==> src/rtl/core/d2q5_pkg.sv <==
`default_nettype none
package d2q5_pkg;

  // Field and register widths
  localparam int D_W       = 32;
  localparam int CW        = 17;
  localparam int TW        = 18;
  localparam int CFG_DW    = 18;
  localparam int CFG_IDX_W = 3;
  localparam int RHO_W     = D_W + 3;
  localparam int J_W       = D_W + 1;
  localparam int N_DIR     = 5;

  // Lane order
  localparam int DIR_REST  = 0;
  localparam int DIR_EAST  = 1;
  localparam int DIR_NORTH = 2;
  localparam int DIR_WEST  = 3;
  localparam int DIR_SOUTH = 4;

  // Register indexes
  localparam logic [CFG_IDX_W-1:0] CFG_REST_COEFF   = 3'd0;
  localparam logic [CFG_IDX_W-1:0] CFG_MOVING_COEFF = 3'd1;
  localparam logic [CFG_IDX_W-1:0] CFG_C_SQUARED    = 3'd2;
  localparam logic [CFG_IDX_W-1:0] CFG_INV_TAU      = 3'd3;

  // Register reset values
  localparam logic [CW-1:0] RST_REST_COEFF   = 17'd32768;
  localparam logic [CW-1:0] RST_MOVING_COEFF = 17'd32768;
  localparam logic [CW-1:0] RST_C_SQUARED    = 17'd16384;
  localparam logic [TW-1:0] RST_INV_TAU      = 18'd131072;

  typedef logic signed [D_W-1:0] data_t;

  localparam data_t SAT_MAX = {1'b0, {(D_W-1){1'b1}}};
  localparam data_t SAT_MIN = {1'b1, {(D_W-1){1'b0}}};

  typedef struct packed {
    data_t f_rest;
    data_t f_east;
    data_t f_north;
    data_t f_west;
    data_t f_south;
    logic  is_source_cell;
    data_t source_density;
  } in_item_t;

  typedef struct packed {
    data_t new_rest;
    data_t new_east;
    data_t new_north;
    data_t new_west;
    data_t new_south;
  } out_item_t;

  typedef struct packed {
    logic [CW-1:0] rest_coeff;
    logic [CW-1:0] moving_coeff;
    logic [CW-1:0] c_squared;
    logic [TW-1:0] inv_tau;
  } cfg_t;

  typedef struct packed {
    logic       space;
    logic [1:0] count;
  } merge_st_t;

  function automatic int max_i(input int a, input int b);
    return (a > b) ? a : b;
  endfunction

endpackage
`default_nettype wire

==> src/rtl/core/d2q5_moments.sv <==
`default_nettype none
module d2q5_moments #(
  parameter int FRAC_BITS = 16,
  localparam int BASE_W = d2q5_pkg::CW + 1 + d2q5_pkg::RHO_W - FRAC_BITS
) (
  input  logic                                       clk,
  input  logic                                       adv,
  input  d2q5_pkg::in_item_t                         item,
  input  logic [d2q5_pkg::CW-1:0]                    c_squared,
  output d2q5_pkg::data_t [d2q5_pkg::N_DIR-1:0]      f_o,
  output logic signed [d2q5_pkg::RHO_W-1:0]          rho_o,
  output logic signed [BASE_W-1:0]                   base_o,
  output logic signed [d2q5_pkg::J_W-1:0]            jx_o,
  output logic signed [d2q5_pkg::J_W-1:0]            jy_o,
  output logic                                       src_o
);
  import d2q5_pkg::*;

  localparam int BP_W = CW + 1 + RHO_W;

  logic signed [RHO_W-1:0] sum;
  logic signed [RHO_W-1:0] rho_nxt;
  logic signed [J_W-1:0]   jx_nxt;
  logic signed [J_W-1:0]   jy_nxt;
  logic signed [BP_W-1:0]  bp_nxt;
  logic signed [CW:0]      c2_s;

  data_t [N_DIR-1:0]       f1_r;
  logic signed [RHO_W-1:0] rho1_r;
  logic signed [J_W-1:0]   jx1_r;
  logic signed [J_W-1:0]   jy1_r;
  logic                    src1_r;

  data_t [N_DIR-1:0]       f2_r;
  logic signed [RHO_W-1:0] rho2_r;
  logic signed [BP_W-1:0]  bp_r;
  logic signed [J_W-1:0]   jx2_r;
  logic signed [J_W-1:0]   jy2_r;
  logic                    src2_r;

  // Density and momenta; a source cell takes the imposed density
  always_comb begin
    sum = RHO_W'($signed(item.f_rest)) + RHO_W'($signed(item.f_east))
        + RHO_W'($signed(item.f_north)) + RHO_W'($signed(item.f_west))
        + RHO_W'($signed(item.f_south));
    rho_nxt = item.is_source_cell ? RHO_W'($signed(item.source_density)) : sum;
    jx_nxt  = J_W'($signed(item.f_east)) - J_W'($signed(item.f_west));
    jy_nxt  = J_W'($signed(item.f_north)) - J_W'($signed(item.f_south));
  end

  // Stage one: hold sums and distributions
  always_ff @(posedge clk) begin
    if (adv) begin
      f1_r[DIR_REST]  <= item.f_rest;
      f1_r[DIR_EAST]  <= item.f_east;
      f1_r[DIR_NORTH] <= item.f_north;
      f1_r[DIR_WEST]  <= item.f_west;
      f1_r[DIR_SOUTH] <= item.f_south;
      rho1_r          <= rho_nxt;
      jx1_r           <= jx_nxt;
      jy1_r           <= jy_nxt;
      src1_r          <= item.is_source_cell;
    end
  end

  // Stage two: scale density by the squared wave speed
  assign c2_s   = $signed({1'b0, c_squared});
  assign bp_nxt = c2_s * rho1_r;

  always_ff @(posedge clk) begin
    if (adv) begin
      f2_r   <= f1_r;
      rho2_r <= rho1_r;
      bp_r   <= bp_nxt;
      jx2_r  <= jx1_r;
      jy2_r  <= jy1_r;
      src2_r <= src1_r;
    end
  end

  // Floor by the fraction: drop the low bits of the signed product
  assign base_o = bp_r[BP_W-1:FRAC_BITS];
  assign f_o    = f2_r;
  assign rho_o  = rho2_r;
  assign jx_o   = jx2_r;
  assign jy_o   = jy2_r;
  assign src_o  = src2_r;

endmodule
`default_nettype wire

==> config.mk <==
export PLATFORM = sky130hd
export DESIGN_NAME = d2q5_moments
export DESIGN_NICKNAME = d
export VERILOG_FILES = /design/src/rtl/core/d2q5_pkg.sv /design/src/rtl/core/d2q5_moments.sv
export SDC_FILE = /design/constraint.sdc
export NUM_CORES = 2
export LEC_CHECK = 0
export BUFFER_PORTS_ARGS = -buffer_cell sky130_fd_sc_hd__buf_2
export CORE_MARGIN = 10
export CORE_UTILIZATION = 65
export DETAILED_ROUTE_END_ITERATION = 8
export PLACE_DENSITY = 0.89
export RECOVER_POWER = 25
export SLEW_MARGIN = 20
export SYNTH_ARGS = -nofsm -noshare
export SYNTH_HDL_FRONTEND = slang
export SYNTH_SLANG_ARGS = --single-unit
==> constraint.sdc <==
create_clock -name clk -period 10.6 [get_ports clk]
set_clock_uncertainty 0.1 [all_clocks]
set_input_delay 0.53 -clock clk [delete_from_list [all_inputs] [get_ports clk]]
set_output_delay 0.53 -clock clk [all_outputs]
set_load 0.005 [all_outputs]
==> metrics.md <==
| Metric | Value |
|---|---|
| Status | finished clean |
| Area contributors post-synth | edfxtp_1, fa_1, ha_1, inv_1, nand2_1 |
| Worst skew pair latency | 0.64 ns |
| Horiz. Die Dim | 279 um |
| EDFF count, synth | 561 |
| Most common cell on crit path | fa_1 |
| CP startpoint kind | flip-flop |
| Fraction of layout instances using a drive strength above 1 | 11.6% |
| Crit Path Category | flip-flop to flip-flop |
| RR Endpoint | bp_r[40] |
| Root Driver | clkbuf_16 |
| Max incr delay on CP | 0.82 ns |
| Number of global-route vias before repair | 33,000 |
| Max Cap Viol | 0 |
| Die Ht | 279 um |
| # clock sinks | 561 |
| DRT Wirelength | 129 mm |
| I/O pin cnt | 511 |
| Unrepaired setup endpoints after global routing | false |
| Worst R2R Start | rho1_r[11] |
| Sequential share of the synthesized area | 38.7% |
| Core footprint | 66,100 um^2 |
| CP required | 10.90 ns |
| Drt drc | 0 |
| Final Max Tran Viols | 0 |
| Final GP Congestion | 0.933 |
| Worst Max-Slew Pin Slew | 1.07 ns |
| Fin nets | 5,185 |
| CTS tree | done |
| WHS | 0.0821 ns |
| Final setup fails | 0 |
| Final Hold Viols | 0 |
| Port Buffers | 510 |
| Initial core utilization | 65.8% |
| Final antenna-violating net count | 0 |
| Cell count after synthesis | 3,603 |
| Origin of the worst min-delay path | item[3] |
| Num CTS Buffers | 56 |
| Hold EP | rho1_r[3] |
| Worst R2R Path Depth | 20 |
| Setup TNS | 0 ns |
| Total congestion overflow | 0 |
| Row count | 94 |
| Top cell type's share of synthesized area | 38.7% |
| Hold Crit Class | primary input to flip-flop |
| Area of the die | 77,600 um^2 |
| Yosys top cell by area | edfxtp_1 |
| First drt pass iteration count | 9 |
| Post-DP HPWL | 93.5 mm |
| Vias | 30,300 |
| Syn nets | 4,699 |
| Area Growth Syn to Fin | 11.9% |
| Initial DRC count | 3,524 |
| Final min period | 7.50 ns |
| Postcts setup bufs | 0 |
| Ys flop type | edfxtp_1 |
| CTS resizes | 0 |
| Clk buf depth | 3 |
| Initial antenna violation count | 26 |
| H-Tree Depth | 2 |
| Post-synth cell types | 66 |
| Largest net degree at the start of global routing | 186 |
| Slew headroom | 28.7% |
| Synth async-reset ratio | 0% |
| Gr usage total | 33.5% |
| Worst hold path cell count | 3 |
| First-pass GRT wire length | 196 mm |
| CP endpoint kind | flip-flop |
| Syn avg cell area | 12.1 um^2 |
| Part of the cycle the worst path needs | 70.7% |
| Critical path, cell by cell | and2_1, fa_1, inv_1, fa_1, fa_1, inv_1, fa_1, fa_1, fa_1, ha_1, and2_1, a221oi_2, nand4_1, nand4_1, a211oi_2, or3_4, a221o_2, a211o_1, a21oi_2, xnor2_1 |
| Reg2reg setup slack | 3.10 ns |
| Mapped cell area | 43,500 um^2 |
| CP max-delay cell | edfxtp_1 |
| Data arrival, critical path | 7.80 ns |
| Yosys warns | 0 |
| Drt via density | 6.03 |
| Fmax | 0.133 GHz |
| # hold bufs at CTS | 9 |
| Routed len/inst | 25.6 um |
| CP max FO | 18 |
| Clock slew at reported path FFs | 0.07 ns |
| Post-synthesis sequential element count | 561 |
[synth_stat cells, types with 5 or more instances]
cell        n
or3_1       5
nor2_1     63
and3_1     21
xnor2_1    74
nor2b_1    14
xor2_1     44
o31ai_1    10
inv_1     725
and2_1    248
o21bai_1   12
o21ai_1    31
nand4_1     7
o21ai_0    40
o211ai_1    5
nand3_1    22
a21oi_1    97
fa_1      664
a21o_1     78
clkbuf_1  103
edfxtp_1  561
ha_1      220
a211oi_1   11
nand2b_1   12
o22ai_1     5
nor3_1     15
o21a_1     19
nand2_1   427
[logic make-up (layout without fill, tap and decap cells)]
| family | after synthesis | in the layout | synth area share [%] |
|---|---|---|---|
| flops | 561 | 561 | 38.7 |
| fa+ha+maj | 884 | 884 | 36.9 |
| mux | 3 | 3 | 0.0777 |
| xor+xnor | 118 | 118 | 2.38 |
| compound gates | 357 | 357 | 5.37 |
| simple gates | 852 | 852 | 9.39 |
| other cells | 0 | 18 | 0 |
| buf+inv | 828 | 1361 | 7.15 |
[through the flow]
step	utilization (%)	cells	setup WS, ns	cell area, um^2
final	73.6	5018	3.10	48700
after global routing	73.6	5014	2.83	48700
after CTS	73.8	4999	3.14	48800
after detailed placement	70.9	4885	2.98	46800
after global placement	70.9	4885	3.12	46800
after floorplan	-	3603	3.67	43500
[sequential cells by signal, indices dropped and copies added, names as in the netlist]
name    flops
f1_r      160
f_o       160
bp_r       37
rho1_r     35
rho_o      35
jx1_r      33
jx_o       33
jy1_r      33
jy_o       33
src1_r      1
src_o       1
[placed cells by master (no fill, tap or decap), types with 78 or more instances in the layout]
cell type	instances
ha_1	220
inv_1	725
clkbuf_1	155
a21o_1	78
edfxtp_1	561
a21oi_1	97
fa_1	664
buf_2	358
and2_1	248
nand2_1	427
[per-layer routing]
layer  part of all wire, %  vias to the layer above  global-route usage (%)
li1                      -                    12400                       -
met1                    31                    15000                    37.6
met2                    49                     2238                    55.8
met3                    13                      581                    11.3
met4                   6.4                       18                    18.5
met5                  0.12                        -                       0
[worst max path at each step]
stage | from | slack, ns | to
5_1_grt | rho1_r[8] | 2.83 | bp_r[40]
6_report | rho1_r[11] | 3.10 | bp_r[40]
4_1_cts | rho1_r[8] | 3.14 | bp_r[40]
3_5_place_dp | c_squared[9] | 2.98 | bp_r[40]
2_1_floorplan | c_squared[9] | 3.67 | bp_r[40]
3_3_place_gp | c_squared[9] | 3.12 | bp_r[40]
[worst max-delay path, delay by kind of cell, from the launching register on]
kind	cells	cell delay, ns
fa+ha+maj	7	3.42
flops	1	0.82
xor+xnor	1	0.07
compound gates	5	1.33
buf+inv	2	0.12
simple gates	5	1.41
[area by class of cell]
type	count	area, um^2
timing repair buffer	531	2590
clock inverter	45	445
antenna	18	45.0
multi-input combinational	2214	23500
clock buffer	60	1420
tap	864	1080
fill	4057	17400
sequential	561	16800
inverter	725	2720
Power is left out: the tool's default activity adds up to more than one toggle a clock period on the data nets, which glitch-free logic cannot reach.
