### src/rtl/core/d2q5_pkg.sv
`default_nettype none
package d2q5_pkg;

  // Field and register widths
  localparam int D_W       = 32;
  localparam int CW        = 17;
  localparam int TW        = 18;
  localparam int CFG_DW    = 18;
  localparam int CFG_IDX_W = 3;
  localparam int RHO_W     = D_W + 3;
  localparam int J_W       = D_W + 1;
  localparam int N_DIR     = 5;

  // Lane order
  localparam int DIR_REST  = 0;
  localparam int DIR_EAST  = 1;
  localparam int DIR_NORTH = 2;
  localparam int DIR_WEST  = 3;
  localparam int DIR_SOUTH = 4;

  // Register indexes
  localparam logic [CFG_IDX_W-1:0] CFG_REST_COEFF   = 3'd0;
  localparam logic [CFG_IDX_W-1:0] CFG_MOVING_COEFF = 3'd1;
  localparam logic [CFG_IDX_W-1:0] CFG_C_SQUARED    = 3'd2;
  localparam logic [CFG_IDX_W-1:0] CFG_INV_TAU      = 3'd3;

  // Register reset values
  localparam logic [CW-1:0] RST_REST_COEFF   = 17'd32768;
  localparam logic [CW-1:0] RST_MOVING_COEFF = 17'd32768;
  localparam logic [CW-1:0] RST_C_SQUARED    = 17'd16384;
  localparam logic [TW-1:0] RST_INV_TAU      = 18'd131072;

  typedef logic signed [D_W-1:0] data_t;

  localparam data_t SAT_MAX = {1'b0, {(D_W-1){1'b1}}};
  localparam data_t SAT_MIN = {1'b1, {(D_W-1){1'b0}}};

  typedef struct packed {
    data_t f_rest;
    data_t f_east;
    data_t f_north;
    data_t f_west;
    data_t f_south;
    logic  is_source_cell;
    data_t source_density;
  } in_item_t;

  typedef struct packed {
    data_t new_rest;
    data_t new_east;
    data_t new_north;
    data_t new_west;
    data_t new_south;
  } out_item_t;

  typedef struct packed {
    logic [CW-1:0] rest_coeff;
    logic [CW-1:0] moving_coeff;
    logic [CW-1:0] c_squared;
    logic [TW-1:0] inv_tau;
  } cfg_t;

  typedef struct packed {
    logic       space;
    logic [1:0] count;
  } merge_st_t;

  function automatic int max_i(input int a, input int b);
    return (a > b) ? a : b;
  endfunction

endpackage
`default_nettype wire

### src/rtl/core/d2q5_chan_if.sv
`default_nettype none
interface d2q5_chan_if #(parameter type T = logic);
  logic valid;
  logic ready;
  T     data;

  modport source (output valid, output data, input ready);
  modport sink (input valid, input data, output ready);
endinterface
`default_nettype wire

### src/rtl/core/d2q5_merge.sv
`default_nettype none
module d2q5_merge (
  input  logic                                  clk,
  input  logic                                  rst_n,
  input  logic                                  push,
  input  d2q5_pkg::data_t [d2q5_pkg::N_DIR-1:0] lane_res,
  d2q5_chan_if.source                           out_ch,
  output d2q5_pkg::merge_st_t                   st
);
  import d2q5_pkg::*;

  out_item_t  item;
  out_item_t  slot_r [2];
  logic       head_r;
  logic       tail_r;
  logic [1:0] cnt_r;
  logic       head_nxt;
  logic       tail_nxt;
  logic [1:0] cnt_nxt;
  logic       pop;

  // Gather the five lanes into one result
  always_comb begin
    item.new_rest  = lane_res[DIR_REST];
    item.new_east  = lane_res[DIR_EAST];
    item.new_north = lane_res[DIR_NORTH];
    item.new_west  = lane_res[DIR_WEST];
    item.new_south = lane_res[DIR_SOUTH];
  end

  assign pop = out_ch.valid & out_ch.ready;

  always_comb begin
    head_nxt = pop ? ~head_r : head_r;
    tail_nxt = push ? ~tail_r : tail_r;
    case ({push, pop})
      2'b10:   cnt_nxt = cnt_r + 2'd1;
      2'b01:   cnt_nxt = cnt_r - 2'd1;
      default: cnt_nxt = cnt_r;
    endcase
  end

  // Two-entry output buffer: pointers and fill count
  always_ff @(posedge clk) begin
    if (!rst_n) begin
      head_r <= 1'b0;
      tail_r <= 1'b0;
      cnt_r  <= 2'd0;
    end else begin
      head_r <= head_nxt;
      tail_r <= tail_nxt;
      cnt_r  <= cnt_nxt;
    end
  end

  always_ff @(posedge clk) begin
    if (push) begin
      slot_r[tail_r] <= item;
    end
  end

  assign out_ch.valid = (cnt_r != 2'd0);
  assign out_ch.data  = slot_r[head_r];
  assign st.space     = (cnt_r != 2'd2);
  assign st.count     = cnt_r;

endmodule
`default_nettype wire

### src/flat_wrapper.sv
// flat-port wrapper written by rule: the top's interface ports become plain ports
module d2q5_merge_flat import d2q5_pkg::*;
  (clk, rst_n, push, lane_res, st, out_ch_valid, out_ch_data, out_ch_ready);
  d2q5_chan_if out_ch_i ();
  input  logic clk;
  input  logic rst_n;
  input  logic push;
  input  d2q5_pkg::data_t [d2q5_pkg::N_DIR-1:0] lane_res;
  output d2q5_pkg::merge_st_t st;
  output wire logic [$bits(out_ch_i.valid)-1:0] out_ch_valid;
  output wire logic [$bits(out_ch_i.data)-1:0] out_ch_data;
  input wire logic [$bits(out_ch_i.ready)-1:0] out_ch_ready;
  assign out_ch_valid = out_ch_i.valid;
  assign out_ch_data = out_ch_i.data;
  assign out_ch_i.ready = out_ch_ready;
  d2q5_merge u_core (.clk(clk), .rst_n(rst_n), .push(push), .lane_res(lane_res), .out_ch(out_ch_i), .st(st));
endmodule
### config.mk
export PLATFORM = sky130hd
export DESIGN_NAME = d2q5_merge_flat
export DESIGN_NICKNAME = d
export VERILOG_FILES = /design/src/rtl/core/d2q5_pkg.sv /design/src/rtl/core/d2q5_chan_if.sv /design/src/rtl/core/d2q5_merge.sv /design/src/flat_wrapper.sv
export SDC_FILE = /design/constraint.sdc
export NUM_CORES = 1
export LEC_CHECK = 0
export ABC_AREA = 1
export BUFFER_PORTS_ARGS = -buffer_cell sky130_fd_sc_hd__buf_4
export CORE_AREA = 2 2 65 67
export CTS_BUF_LIST = sky130_fd_sc_hd__clkbuf_4
export DETAILED_ROUTE_END_ITERATION = 16
export DIE_AREA = 0 0 67 69
export GPL_TIMING_DRIVEN = 0
export SLEW_MARGIN = 20
export SYNTH_ARGS = -nofsm -noshare
export SYNTH_HDL_FRONTEND = slang
export SYNTH_SLANG_ARGS = --single-unit
### constraint.sdc
create_clock -name clk -period 2.2 [get_ports clk]
set_clock_uncertainty 0.2 [all_clocks]
set_input_delay 0.44 -clock clk [delete_from_list [all_inputs] [get_ports clk]]
set_output_delay 0.44 -clock clk [all_outputs]
set_load 0.05 [all_outputs]
==> impl.org <==
** Outcome
- Outcome :: finished clean

** Critical path
- Critical-path top delay cell :: mux2_2
- Critical Path End Type :: output port
- Together, buffers and inverters on the worst path number 1.
- Critical path fanouts, max :: 1
- Critical-path cell list :: mux2_2, buf_4
- STA classifies the critical path startpoint as a flop.
- Data on the critical path arrives at its endpoint at 1090 ps.
- On the worst path, the slowest cell contributes a delay of around 330 ps.
- Critical path's top delay family :: multiplexers
- Worst setup path category :: flop to output port
- Data on the critical path is required at its endpoint by 1560 ps.

** Floorplan
- Chip Width :: 67 µm
- From bottom edge to top edge, the die measures between 60 and 70 µm.
- Core box area :: 0.003914 mm²
- The floorplan step defined a die boundary enclosing 0.004623 mm².
- Number of top-level pins :: roughly 170
- Number of core rows :: 23
- Once the floorplan was initialized, standard cells occupied 8.312% of the core.

** Routing
- Summed over all layers, the routed wires come to between 500 and 600 µm.
- After detailed routing, the number of remaining DRC violations is 0.
- DRT iter0 DRCs :: 4
- Post-DR vias/cell :: 2.833
- Drt first pass iters :: 4
- Final antenna-violating net count :: 0
- Via count :: 289
- Dividing the detail-routed wire length by the instance count gives 5.676 µm.

** Timing
- Setup Viol. Count Final :: 0
- Measured slew at the worst slew-check pin :: 191.1 ps
- Adding up every negative setup slack in the final design gives 0 ps.
- Max-slew violations :: 0
- Remaining max-slew budget at the tightest pin :: 87.24%
- Number of hold violations in the final report :: 0
- After layout, the worst path uses 78.45% of the clock period.
- Achievable Freq :: ~580 MHz
- RSZ-0062 raised after global routing :: no
- For the finished layout, the period the worst path requires is 1726 ps.

** Clock network
- Hold Buf Count CTS :: 0
- Clock slew seen by the registers of the worst setup and hold paths :: approximately 50 ps
- In this run the post-CTS setup repair buffer count came out at 0.
- The clock passes through at most 2 buffers.
- Clock tree synthesis inserted a total of 3 buffers.
- Cell at the root of the clock tree :: clkbuf_4
- CTS built an H-tree with a depth of 1.
- Insertion delay to the later sink of the worst-skew pair :: between 200 and 300 ps
- TritonCTS built the clock tree.
- Post-CTS Resized :: 0
- For this design, the sink count on the clock tree is 7.

** Logic synthesis
- The share of the Yosys chip area taken by registers is 49.23%.
- Area of the mapped netlist :: 325.3 µm²
- Avg Synthesized Cell Area :: 8.341 µm²
- Cell type with the highest aggregate area in the netlist :: dfxtp_1
- In this run the biggest area consumer among cell types represents 30.77% of the synthesized area.
- Synthesis produced a netlist whose cell count is 39.
- When the netlist entered floorplanning its net count stood at 204.
- Seq cells post-synth :: 7
- Number of distinct library cells after synthesis :: 16
- In the post-synthesis netlist, the biggest area contributors are dfxtp_1, edfxtp_1, nor2_1, nand2_1, inv_1.
- Warnings from Yosys :: 0

** Power
- Summed over all cells, the static leakage comes to 0.0002148 µW.
- Power Density :: 905.9 mW/mm²
- Highest ir drop seen on vdd :: 0.0003143 V
- Sw Ratio :: between 30 and 40%
- Internal power comes to 280.5 µW.
- The analysis attributes to net switching a power of 159.3 µW.
- Clock power share :: 28.8%
- In this run, flip-flops and latches consume 36.9% of the power.
- Per report_power, the combinational group accounts for 34.3% of the total.

** Job
- The tool flagged a number of max-cap violations equal to 0.

** Global routing
- Global routing finished with a remaining overflow of 0.
- Global-route wire length before repair :: 1.028 mm
- Largest net degree at the start of global routing :: 7
- Global-route total usage across every layer :: 2.887%
- Via count of the first global-routing pass :: approximately 280
- Number of antenna violations at the first check in global routing :: 0

** Worst hold path
- Class of the tightest hold or removal check :: input port to flop

** Placed design
- At the end of routability-driven placement, the weighted congestion stood at about 0.63.
- Final HPWL from detailed placement :: 459.5 µm
- Count of buffers from port buffering :: 9

** Layout
- Number of diodes added for antenna fixing :: 0
- Of the cells placed in the final design, the portion with a size suffix greater than 1 is 38.46%.
- Utilization of the core after routing :: 12.40%
- Relative to the synthesized area, the layout overhead comes to 49.23%.
- In the layout the commonest cells are nor2_1, buf_4, nand2_1.
- Number of nets at the end of the flow :: 218
- Filler Cell Count :: 475
==> worst reg2reg max path, cell delays in order (launching register included) <==
cell and delay, ps:
dfxtp_1 350, o21a_2 240, ha_1 300, inv_1 80, nand2_1 50, nor2_1 80, nor2_1 40, nor2_1 90
==> power groups by stage <==
stage	Clock [µW]	Sequential [µW]	Combinational, µW
global route	135	165	163
floorplan	0	185	90.2
finish	127	162	151
detailed placement	0	166	152
global placement	0	166	152
CTS	130	163	153
==> cells by family after synthesis <==
kind of cell,Yosys count,synth area share (%)
flip-flops,7,49.23
buffers and inverters,6,6.923
AND/OR/NAND/NOR,21,30.77
AO/OA/AOI/OAI,3,5.767
adder cells (fa/ha/maj),1,3.846
multiplexers,1,3.461
==> through the flow <==
stage	instance area (µm²)	hold slack, ps	setup WS, ps	cells	total power, µW
after global routing	485.5	177.4	431.5	102	462.9
after detailed placement	455.4	305.2	614.9	98	317.4
final	485.5	182.6	474.2	102	439.8
after CTS	485.5	176.8	460.7	102	445.6
after global placement	455.4	295.9	612.1	98	317.6
after floorplan	325.3	273.3	375.8	39	274.7
==> cell type report <==
class / instances / area, µm² / area share [%]
inverter: 6 / 22.52 / 4.639
sequential: 7 / 160.2 / 32.99
timing repair buffer: 9 / 67.56 / 13.92
clock buffer: 4 / 30.03 / 6.186
tap: 50 / 62.56 / 12.89
multi-input combinational: 26 / 142.6 / 29.38
==> synth_stat cells <==
| master | number |
|---|---|
| a21oi_1 | 1 |
| dfxtp_1 | 5 |
| edfxtp_1 | 2 |
| ha_1 | 1 |
| inv_1 | 5 |
| inv_2 | 1 |
| mux2_2 | 1 |
| nand2_1 | 7 |
| nand2_2 | 1 |
| nand2_4 | 1 |
| nand3_2 | 1 |
| nand4_1 | 1 |
| nor2_1 | 9 |
| nor2_2 | 1 |
| o21a_2 | 1 |
| o21ai_0 | 1 |
==> per-layer routing <==
layer  routed length (µm)  global-route usage (%)  up-vias
li1                     -                       -      148
met3                   55                   1.142        0
met1                  256                   3.383      131
met2                  267                   4.180       10
met4                    0                   2.041        0
met5                    0                       0        -
==> final timing paths <==
check                                                  start  slack [ps]  cells after the start                             to
worst max-delay path                                    flop         470                      2                    out_ch_data
worst min-delay path                           lane_res[128]         180                      1  u_core.slot_r[1][0]$_DFFE_PP_
worst max register to register  u_core.cnt_r[1]$_SDFFE_PN0P_         710                      7   u_core.cnt_r[1]$_SDFFE_PN0P_
worst min register to register    u_core.tail_r$_SDFFE_PN0P_         320                      2     u_core.tail_r$_SDFFE_PN0P_
Power figures use the tool's default switching activity.
